**src/shell_line_tokenizer_assert.svh**
```systemverilog
// Assertion macros shared by the tokenizer RTL.
`ifndef SHELL_LINE_TOKENIZER_ASSERT_SVH
`define SHELL_LINE_TOKENIZER_ASSERT_SVH

// Same-cycle implication, disabled while reset is asserted.
`define SLT_ASSERT_IMPL(label, clk, rst_n, ante, cons, msg) \
    label: assert property (@(posedge clk) disable iff (!rst_n) (ante) |-> (cons)) \
        else $error(msg);

// Next-cycle implication, disabled while reset is asserted.
`define SLT_ASSERT_NEXT(label, clk, rst_n, ante, cons, msg) \
    label: assert property (@(posedge clk) disable iff (!rst_n) (ante) |=> (cons)) \
        else $error(msg);

`endif

```
**src/slt_pkg.sv**
```systemverilog
// Package with the tokenizer's constants, token kinds, scan states and result type.
`timescale 1ns / 1ps

package slt_pkg;

    localparam int LINE_LEN        = 256;
    localparam int MAX_TOKEN_COUNT = 128;

    localparam int CH_W    = 8;
    localparam int POS_W   = $clog2(LINE_LEN);
    localparam int CNT_W   = $clog2(MAX_TOKEN_COUNT);
    localparam int FIELD_W = 8;
    localparam int KIND_W  = 3;

    // Characters the scanner reacts to.
    localparam logic [CH_W-1:0] CH_NUL   = 8'h00;
    localparam logic [CH_W-1:0] CH_SPACE = 8'h20;
    localparam logic [CH_W-1:0] CH_DQ    = 8'h22;
    localparam logic [CH_W-1:0] CH_SQ    = 8'h27;
    localparam logic [CH_W-1:0] CH_LT    = 8'h3C;
    localparam logic [CH_W-1:0] CH_GT    = 8'h3E;
    localparam logic [CH_W-1:0] CH_PIPE  = 8'h7C;

    // Token kinds as they appear on the result channel.
    localparam logic [KIND_W-1:0] K_WORD   = 3'd0;
    localparam logic [KIND_W-1:0] K_IN     = 3'd1;
    localparam logic [KIND_W-1:0] K_OUT    = 3'd2;
    localparam logic [KIND_W-1:0] K_APPEND = 3'd3;
    localparam logic [KIND_W-1:0] K_PIPE   = 3'd4;
    localparam logic [KIND_W-1:0] K_END    = 3'd5;

    typedef enum logic [3:0] {
        S_LEAD,
        S_WORD,
        S_GAP,
        S_PIPE,
        S_OUT,
        S_APPEND,
        S_IN,
        S_SQ,
        S_DQ
    } scan_state_t;

    typedef struct packed {
        logic [KIND_W-1:0]  kind;
        logic [FIELD_W-1:0] start_pos;
        logic [FIELD_W-1:0] length;
        logic               open_quote;
        logic               overflow;
        logic               last;
    } token_t;

endpackage

```
**src/slt_if.sv**
```systemverilog
// Valid/ready channel interfaces for the tokenizer's byte input and token output.
`timescale 1ns / 1ps

interface slt_byte_if;
    logic                      valid;
    logic                      ready;
    logic [slt_pkg::CH_W-1:0]  ch;

    modport source (output valid, output ch, input ready);
    modport sink   (input valid, input ch, output ready);
endinterface

interface slt_token_if;
    logic                         valid;
    logic                         ready;
    logic [slt_pkg::KIND_W-1:0]   kind;
    logic [slt_pkg::FIELD_W-1:0]  start_pos;
    logic [slt_pkg::FIELD_W-1:0]  length;
    logic                         open_quote;
    logic                         overflow;
    logic                         last;

    modport source (output valid, output kind, output start_pos, output length,
                    output open_quote, output overflow, output last, input ready);
    modport sink   (input valid, input kind, input start_pos, input length,
                    input open_quote, input overflow, input last, output ready);
endinterface

```
**src/shell_line_tokenizer.sv**
```systemverilog
// Shell command line tokenizer: one byte in per transaction, tokens out per transaction.
//
// byte_in carries one byte of a command line per transaction; a zero byte ends
// the line. token_out carries one token per transaction: kind, start position
// and length of word content, and on the end token the open-quote and overflow
// flags. last marks the final token caused by one input byte.
// A token caused by a byte is queued on that byte's transaction and offered
// on token_out once it heads the queue. Throughput: one byte per cycle while
// at most one token is queued; a byte that yields two tokens (an operator or
// word followed by the end token) holds ready low. The figure is set by the
// three-entry output queue, which takes at most two tokens per cycle and gives one.
// When the receiver stalls, byte_in keeps accepting while at most one token
// is queued; beyond that ready drops until the queue holds one token or fewer.
// Reset puts the scanner at line start, skipping spaces, with position, token
// count and overflow cleared, and empties the output queue.
// After the end token the next byte begins a new line.
`timescale 1ns / 1ps
`include "shell_line_tokenizer_assert.svh"

module shell_line_tokenizer (
    input logic        clk,
    input logic        rst_n,
    slt_byte_if.sink   byte_in,
    slt_token_if.source token_out
);
    import slt_pkg::*;

    localparam int Q_DEPTH = 3;
    localparam int Q_CNT_W = 2;

    scan_state_t        state_reg, state_next;
    logic [POS_W-1:0]   ws_reg, ws_next;
    logic [POS_W-1:0]   pos_reg, pos_next;
    logic [CNT_W-1:0]   tc_reg, tc_next;
    logic               ovf_reg, ovf_next;

    token_t             q_reg [Q_DEPTH];
    token_t             q_next [Q_DEPTH];
    logic [Q_CNT_W-1:0] cnt_reg, cnt_next;

    logic               accept;
    logic               pop;

    // Scanner decode results.
    logic               tok_v;
    logic               end_v;
    token_t             tok;
    token_t             end_tok;

    assign accept        = byte_in.valid && byte_in.ready;
    assign pop           = token_out.valid && token_out.ready;
    assign byte_in.ready = (cnt_reg <= Q_CNT_W'(1));

    always_comb
    begin
        logic [CH_W-1:0]    c;
        scan_state_t        st;
        logic [POS_W-1:0]   ws;
        logic [POS_W-1:0]   p;
        logic [CNT_W-1:0]   tc;
        logic               ovf;
        logic               skip;
        logic               emit_req;
        logic [KIND_W-1:0]  e_kind;
        logic [POS_W-1:0]   e_start;
        logic [POS_W-1:0]   e_len;
        logic               after_op;
        logic               oq;

        c        = (pos_reg == POS_W'(LINE_LEN - 1)) ? CH_NUL : byte_in.ch;
        st       = state_reg;
        ws       = ws_reg;
        p        = pos_reg;
        tc       = tc_reg;
        ovf      = ovf_reg;
        skip     = 1'b0;
        emit_req = 1'b0;
        e_kind   = K_WORD;
        e_start  = '0;
        e_len    = '0;
        after_op = 1'b0;
        end_v    = 1'b0;
        oq       = 1'b0;
        tok_v    = 1'b0;

        if (st == S_LEAD)
        begin
            if (c == CH_SPACE)
            begin
                skip = 1'b1;
            end
            else
            begin
                ws = pos_reg;
                st = S_WORD;
            end
        end

        if (!skip)
        begin
            case (st)
                S_WORD:
                begin
                    if (c == CH_SPACE || c == CH_GT || c == CH_LT || c == CH_PIPE ||
                        c == CH_NUL)
                    begin
                        emit_req = 1'b1;
                        e_kind   = K_WORD;
                        e_start  = ws;
                        e_len    = pos_reg - ws;
                        case (c)
                            CH_SPACE: st = S_GAP;
                            CH_GT:    st = S_OUT;
                            CH_LT:    st = S_IN;
                            CH_PIPE:  st = S_PIPE;
                            default:  end_v = 1'b1;
                        endcase
                    end
                end
                S_GAP:
                begin
                    case (c)
                        CH_GT:    st = S_OUT;
                        CH_LT:    st = S_IN;
                        CH_PIPE:  st = S_PIPE;
                        CH_SPACE: st = S_GAP;
                        CH_SQ:
                        begin
                            ws = pos_reg + POS_W'(1);
                            st = S_SQ;
                        end
                        CH_DQ:
                        begin
                            ws = pos_reg + POS_W'(1);
                            st = S_DQ;
                        end
                        CH_NUL:   end_v = 1'b1;
                        default:
                        begin
                            ws = pos_reg;
                            st = S_WORD;
                        end
                    endcase
                end
                S_SQ, S_DQ:
                begin
                    if (c == CH_NUL)
                    begin
                        end_v = 1'b1;
                        oq    = 1'b1;
                    end
                    else if ((st == S_SQ && c == CH_SQ) || (st == S_DQ && c == CH_DQ))
                    begin
                        emit_req = 1'b1;
                        e_kind   = K_WORD;
                        e_start  = ws;
                        e_len    = pos_reg - ws;
                        st       = S_GAP;
                    end
                end
                S_PIPE:
                begin
                    emit_req = 1'b1;
                    e_kind   = K_PIPE;
                    after_op = 1'b1;
                end
                S_IN:
                begin
                    emit_req = 1'b1;
                    e_kind   = K_IN;
                    after_op = 1'b1;
                end
                S_OUT:
                begin
                    if (c == CH_GT)
                    begin
                        st = S_APPEND;
                    end
                    else
                    begin
                        emit_req = 1'b1;
                        e_kind   = K_OUT;
                        after_op = 1'b1;
                    end
                end
                S_APPEND:
                begin
                    emit_req = 1'b1;
                    e_kind   = K_APPEND;
                    after_op = 1'b1;
                end
                default:
                begin
                    st  = S_LEAD;
                    ws  = '0;
                    p   = '0;
                    tc  = '0;
                    ovf = 1'b0;
                end
            endcase
        end

        // The byte after an operator opens a bare word unless it is a space or the zero byte, which ends the line.
        if (after_op)
        begin
            if (c == CH_NUL)
            begin
                end_v = 1'b1;
            end
            else if (c == CH_SPACE)
            begin
                st = S_GAP;
            end
            else
            begin
                ws = pos_reg;
                st = S_WORD;
            end
        end

        // One slot is always kept for the end token.
        if (emit_req)
        begin
            if (tc == CNT_W'(MAX_TOKEN_COUNT - 1))
            begin
                ovf = 1'b1;
            end
            else
            begin
                tok_v = 1'b1;
                tc    = tc + CNT_W'(1);
            end
        end

        tok.kind       = e_kind;
        tok.start_pos  = FIELD_W'(e_start);
        tok.length     = FIELD_W'(e_len);
        tok.open_quote = 1'b0;
        tok.overflow   = 1'b0;
        tok.last       = !end_v;

        end_tok.kind       = K_END;
        end_tok.start_pos  = '0;
        end_tok.length     = '0;
        end_tok.open_quote = oq;
        end_tok.overflow   = ovf;
        end_tok.last       = 1'b1;

        if (end_v)
        begin
            state_next = S_LEAD;
            ws_next    = '0;
            pos_next   = '0;
            tc_next    = '0;
            ovf_next   = 1'b0;
        end
        else
        begin
            state_next = st;
            ws_next    = ws;
            pos_next   = p + POS_W'(1);
            tc_next    = tc;
            ovf_next   = ovf;
        end
    end

    // Output queue: entry 0 is the head shown on token_out.
    always_comb
    begin
        logic [Q_CNT_W-1:0] cnt_p;
        logic               push_a;
        logic               push_b;
        token_t             res_a;

        q_next = q_reg;
        cnt_p  = cnt_reg;
        if (pop)
        begin
            for (int i = 0; i < Q_DEPTH - 1; i++)
            begin
                q_next[i] = q_reg[i + 1];
            end
            cnt_p = cnt_reg - Q_CNT_W'(1);
        end

        push_a = accept && (tok_v || end_v);
        push_b = accept && tok_v && end_v;
        res_a  = tok_v ? tok : end_tok;

        for (int i = 0; i < Q_DEPTH; i++)
        begin
            if (push_a && cnt_p == Q_CNT_W'(i))
            begin
                q_next[i] = res_a;
            end
            if (push_b && (cnt_p + Q_CNT_W'(1)) == Q_CNT_W'(i))
            begin
                q_next[i] = end_tok;
            end
        end

        cnt_next = cnt_p + Q_CNT_W'(push_a) + Q_CNT_W'(push_b);
    end

    always_ff @(posedge clk or negedge rst_n)
    begin
        if (!rst_n)
        begin
            state_reg <= S_LEAD;
            ws_reg    <= '0;
            pos_reg   <= '0;
            tc_reg    <= '0;
            ovf_reg   <= 1'b0;
            cnt_reg   <= '0;
        end
        else
        begin
            if (accept)
            begin
                state_reg <= state_next;
                ws_reg    <= ws_next;
                pos_reg   <= pos_next;
                tc_reg    <= tc_next;
                ovf_reg   <= ovf_next;
            end
            cnt_reg <= cnt_next;
        end
    end

    always_ff @(posedge clk)
    begin
        q_reg <= q_next;
    end

    assign token_out.valid      = (cnt_reg != '0);
    assign token_out.kind       = q_reg[0].kind;
    assign token_out.start_pos  = q_reg[0].start_pos;
    assign token_out.length     = q_reg[0].length;
    assign token_out.open_quote = q_reg[0].open_quote;
    assign token_out.overflow   = q_reg[0].overflow;
    assign token_out.last       = q_reg[0].last;

    `SLT_ASSERT_IMPL(a_q_bound, clk, rst_n, 1'b1, cnt_reg <= Q_CNT_W'(Q_DEPTH), "queue overfilled")
    `SLT_ASSERT_NEXT(a_line_restart, clk, rst_n, accept && end_v, pos_reg == '0 && tc_reg == '0 && state_reg == S_LEAD, "line end did not restart the scanner")
    `SLT_ASSERT_IMPL(a_lead_clean, clk, rst_n, state_reg == S_LEAD, tc_reg == '0 && !ovf_reg, "line start with stale token count")
    `SLT_ASSERT_IMPL(a_end_last, clk, rst_n, token_out.valid && token_out.kind == K_END, token_out.last, "end token not marked last")

endmodule

```
**src/flat_wrapper.sv**
```systemverilog
// flat-port wrapper written by rule: the top's interface ports become plain ports
module shell_line_tokenizer_flat import slt_pkg::*;
  (clk, rst_n, byte_in_valid, byte_in_ch, byte_in_ready, token_out_valid, token_out_kind, token_out_start_pos, token_out_length, token_out_open_quote, token_out_overflow, token_out_last, token_out_ready);
  slt_byte_if byte_in_i ();
  slt_token_if token_out_i ();
  input logic clk;
  input logic rst_n;
  input wire logic [$bits(byte_in_i.valid)-1:0] byte_in_valid;
  input wire logic [$bits(byte_in_i.ch)-1:0] byte_in_ch;
  output wire logic [$bits(byte_in_i.ready)-1:0] byte_in_ready;
  output wire logic [$bits(token_out_i.valid)-1:0] token_out_valid;
  output wire logic [$bits(token_out_i.kind)-1:0] token_out_kind;
  output wire logic [$bits(token_out_i.start_pos)-1:0] token_out_start_pos;
  output wire logic [$bits(token_out_i.length)-1:0] token_out_length;
  output wire logic [$bits(token_out_i.open_quote)-1:0] token_out_open_quote;
  output wire logic [$bits(token_out_i.overflow)-1:0] token_out_overflow;
  output wire logic [$bits(token_out_i.last)-1:0] token_out_last;
  input wire logic [$bits(token_out_i.ready)-1:0] token_out_ready;
  assign byte_in_i.valid = byte_in_valid;
  assign byte_in_i.ch = byte_in_ch;
  assign byte_in_ready = byte_in_i.ready;
  assign token_out_valid = token_out_i.valid;
  assign token_out_kind = token_out_i.kind;
  assign token_out_start_pos = token_out_i.start_pos;
  assign token_out_length = token_out_i.length;
  assign token_out_open_quote = token_out_i.open_quote;
  assign token_out_overflow = token_out_i.overflow;
  assign token_out_last = token_out_i.last;
  assign token_out_i.ready = token_out_ready;
  shell_line_tokenizer u_core (.clk(clk), .rst_n(rst_n), .byte_in(byte_in_i), .token_out(token_out_i));
endmodule
```
**config.mk**
```make
export PLATFORM = sky130hd
export DESIGN_NAME = shell_line_tokenizer_flat
export DESIGN_NICKNAME = d
export VERILOG_FILES = /design/src/slt_pkg.sv /design/src/slt_if.sv /design/src/shell_line_tokenizer.sv /design/src/flat_wrapper.sv
export VERILOG_INCLUDE_DIRS = /design/src /design/src/src
export SDC_FILE = /design/constraint.sdc
export NUM_CORES = 1
export LEC_CHECK = 0
export ABC_AREA = 0
export BUFFER_PORTS_ARGS = -buffer_cell sky130_fd_sc_hd__buf_2
export CAP_MARGIN = 20
export CORE_MARGIN = 5
export CORE_UTILIZATION = 35
export CTS_CLUSTER_DIAMETER = 100
export CTS_CLUSTER_SIZE = 30
export DETAILED_ROUTE_END_ITERATION = 10
export PLACE_DENSITY = 0.5
export SLEW_MARGIN = 20
export SYNTH_ARGS = -nofsm -noshare
export SYNTH_HDL_FRONTEND = slang
export SYNTH_SLANG_ARGS = --single-unit
```
**constraint.sdc**
```tcl
create_clock -name clk -period 4.6 [get_ports clk]
set_clock_uncertainty 0.15 [all_clocks]
set_input_delay 0.92 -clock clk [delete_from_list [all_inputs] [get_ports clk]]
set_output_delay 0.92 -clock clk [all_outputs]
set_load 0.01 [all_outputs]
```
==> metrics.csv <==
metric,value,unit
status,"complete, no violations",
FP Rows,49,
Post-synth EDFFs,6,
crit-path leading delay family,simple AND/OR/NAND/NOR gates,
Placed Area,6704,um2
max-slew violation count,0,
Commonest cells post-synth,"o21ai_0, dfxtp_1, mux2i_1",
P_leak,2.803,nW
number of flip-flops in the largest register,44,
hold-critical path depth,1,
fin crit share,92.99,%
Synth async-reset ratio,31.25,%
core area,17900,um2
post-synthesis simple-gate area fraction,18.63,%
CP Capture Type,flip-flop,
Mapped Cells,721,
Yosys top cell area share,18.99,%
fin area,7004,um2
Ports,36,
unrepaired setup endpoints after global routing,false,
worst path arrival time,4.36,ns
overall die area,20860,um2
CP Max Fanout,3,
largest net degree at the start of global routing,51,
Synth Area in Compound Gates,25.91,%
Root Buffer,clkbuf_16,
worst r2r src,u_core.pos_reg[0],
Initial Util,35.34,%
largest family of logic cells by synthesized area,compound AO/OA/AOI/OAI gates,
final hold violation count,0,
Max VDD drop,0.2177,mV
H-tree levels,3,
Worst Hold Class,flip-flop to flip-flop,
max incr delay on CP,0.54,ns
Critical Path RT,4.68,ns
Clock Latency Late Sink,0.36,ns
hold path startpoint,u_core.q_reg[0],
dominant cell type by area after synthesis,dfxtp_1,
"Distinct cells, synth",80,
register area share after synthesis,33.70,%
Post-Synth Adder-Cell Area,2.888,%
fraction of synthesized cell area in xor and xnor cells,1.938,%
hold endpoint,u_core.q_reg[0],
maximum clock insertion buffer count,2,
drt total wl,17.62,mm
most common cell in the netlist,o21ai_0,
Die Wd,144.4,um
Nets,757,
share of cells above drive strength 1,18.21,%
Vias,5550,
WP depth,15,
Synthesized Nets,747,
drt wl/cell,18.26,um
final core utilization,39.13,%
endpoints failing setup,0,
worst-margin pin slew,1.044,ns
R2R Setup Slk,0.72,ns
DR vias/cell,5.751,
Num CTS Buffers,9,
area grow syn2layout,10.72,%
DR DRC count,0,
Slew headroom,29.50,%
ranking of synthesized cells by area,"dfxtp_1, dfrtp_1, mux2i_1",
R2R depth,16,
Post-DP HPWL,12.30,mm
mux contribution to synthesized area,9.395,%
Final Critical Period,4.278,ns
crit path kind,input pin to flip-flop,
Antenna diodes,0,
total gr overflow,0,
clock sink count,96,
"critical path, cell by cell",buf_2 > or4_1 > or4_4 > o21bai_2 > mux2i_2 > inv_1 > ha_1 > fa_1 > nor2b_1 > o21ai_1 > a21boi_1 > or3_1 > o2111ai_1 > a211oi_1 > a211oi_2,
gpl congestion,0.9001,
max_cap viols,0,
Die Span Y,144.4,um
first-pass GRT wire length,28.85,mm
RR Endpoint,u_core.token_out.length[6],
CTS tree,done,
#FFs+latches synth,96,
top_reg_cell synth,dfxtp_1,
Synth Area per Inst,8.774,um2
Worst Setup Start Kind,input pin,
"Clk pin slew, worst setup/hold paths",0.07,ns
mapped cell area,6326,um2
Max Clock Freq,233.8,MHz
initial antenna violation count,0,
gr usage total,17.31,%
slowest CP cell,or4_1,
post-route ant nets,0,
# port buffers,35,
Buffers & Inverters on Critical Path,2,
drt first pass iters,5,
vias in the first global route,5368,
Power Total,3.829,mW
PwrDens,546.6,nW/um2
Yosys warning total,0,
DRT iter0 DRCs,453,
-- stage by stage --
step / hold WS, ns / setup slack [ns] / setup TNS, ns / std cells
global route: 0.3433 / 0.03552 / 0 / 965
detailed placement: 0.3045 / -0.09034 / -0.2302 / 949
CTS: 0.3206 / 0.2885 / 0 / 965
global placement: 0.2929 / -0.01250 / -0.01570 / 949
finish: 0.3301 / 0.3223 / 0 / 965
floorplan: 0.2858 / 0.02635 / 0 / 721
-- what timing repair did --
item,in CTS,in global routing
setup buffers,0,0
gates resized for setup,0,1
hold buffers,0,0
endpoints found under the setup margin,0,1
-- final cells by class --
class,instances,area (um2)
multi-input cells,534,3737
flip-flops and latches,96,2132
repair buffers,76,495.5
inverters,14,52.55
fillers,1826,10900
clock buffers,12,267.8
clock inverters,4,32.53
well taps,229,286.5
-- metal layers --
layer / wire length (um) / GRT usage [%] / vias to the layer above
met3: 752 / 2.315 / 24
met1: 8613 / 24.40 / 2662
met5: 0 / 0 / -
met4: 387 / 6.676 / 0
li1: - / - / 2716
met2: 7868 / 26.90 / 148
-- placed cells by master (no fill, tap or decap), types with 8 or more instances in the layout --
master / n
o21ai_0: 61
ha_1: 13
nand3_1: 17
mux2i_1: 55
dfrtp_1: 30
nand2_1: 47
a211oi_2: 19
buf_2: 35
nor3_1: 55
buf_4: 40
a21oi_1: 19
xnor2_1: 10
nor2b_1: 13
clkbuf_16: 10
dfxtp_1: 60
o211ai_1: 8
a22oi_1: 9
o22ai_1: 14
nor2_1: 38
a211oi_1: 19
inv_1: 14
nand2b_1: 9
-- kinds of logic (layout without fill, tap and decap cells) --
group                    after synthesis  after routing
buffers and inverters                 91            106
adder cells (fa/ha/maj)               14             14
AO/OA/AOI/OAI                        221            221
flip-flops                            96             96
AND/OR/NAND/NOR                      226            226
multiplexers                          59             59
XOR/XNOR                              14             14
-- report_power, final --
group / internal (mW) / switching, mW / total [mW]
combinational: 0.768 / 1.06 / 1.83
clock: 0.420 / 0.350 / 0.770
sequential: 1.05 / 0.180 / 1.23
-- worst max path at each step --
stage                  start                    endpoint
2_1_floorplan  byte_in_ch[0]  u_core.token_out.length[6]
3_3_place_gp   byte_in_ch[0]  u_core.token_out.length[6]
5_1_grt        byte_in_ch[0]            u_core.q_reg[31]
6_report       byte_in_ch[0]  u_core.token_out.length[6]
4_1_cts        byte_in_ch[0]            u_core.q_reg[31]
3_5_place_dp   byte_in_ch[0]  u_core.token_out.length[6]
Power figures use the tool's default switching activity.
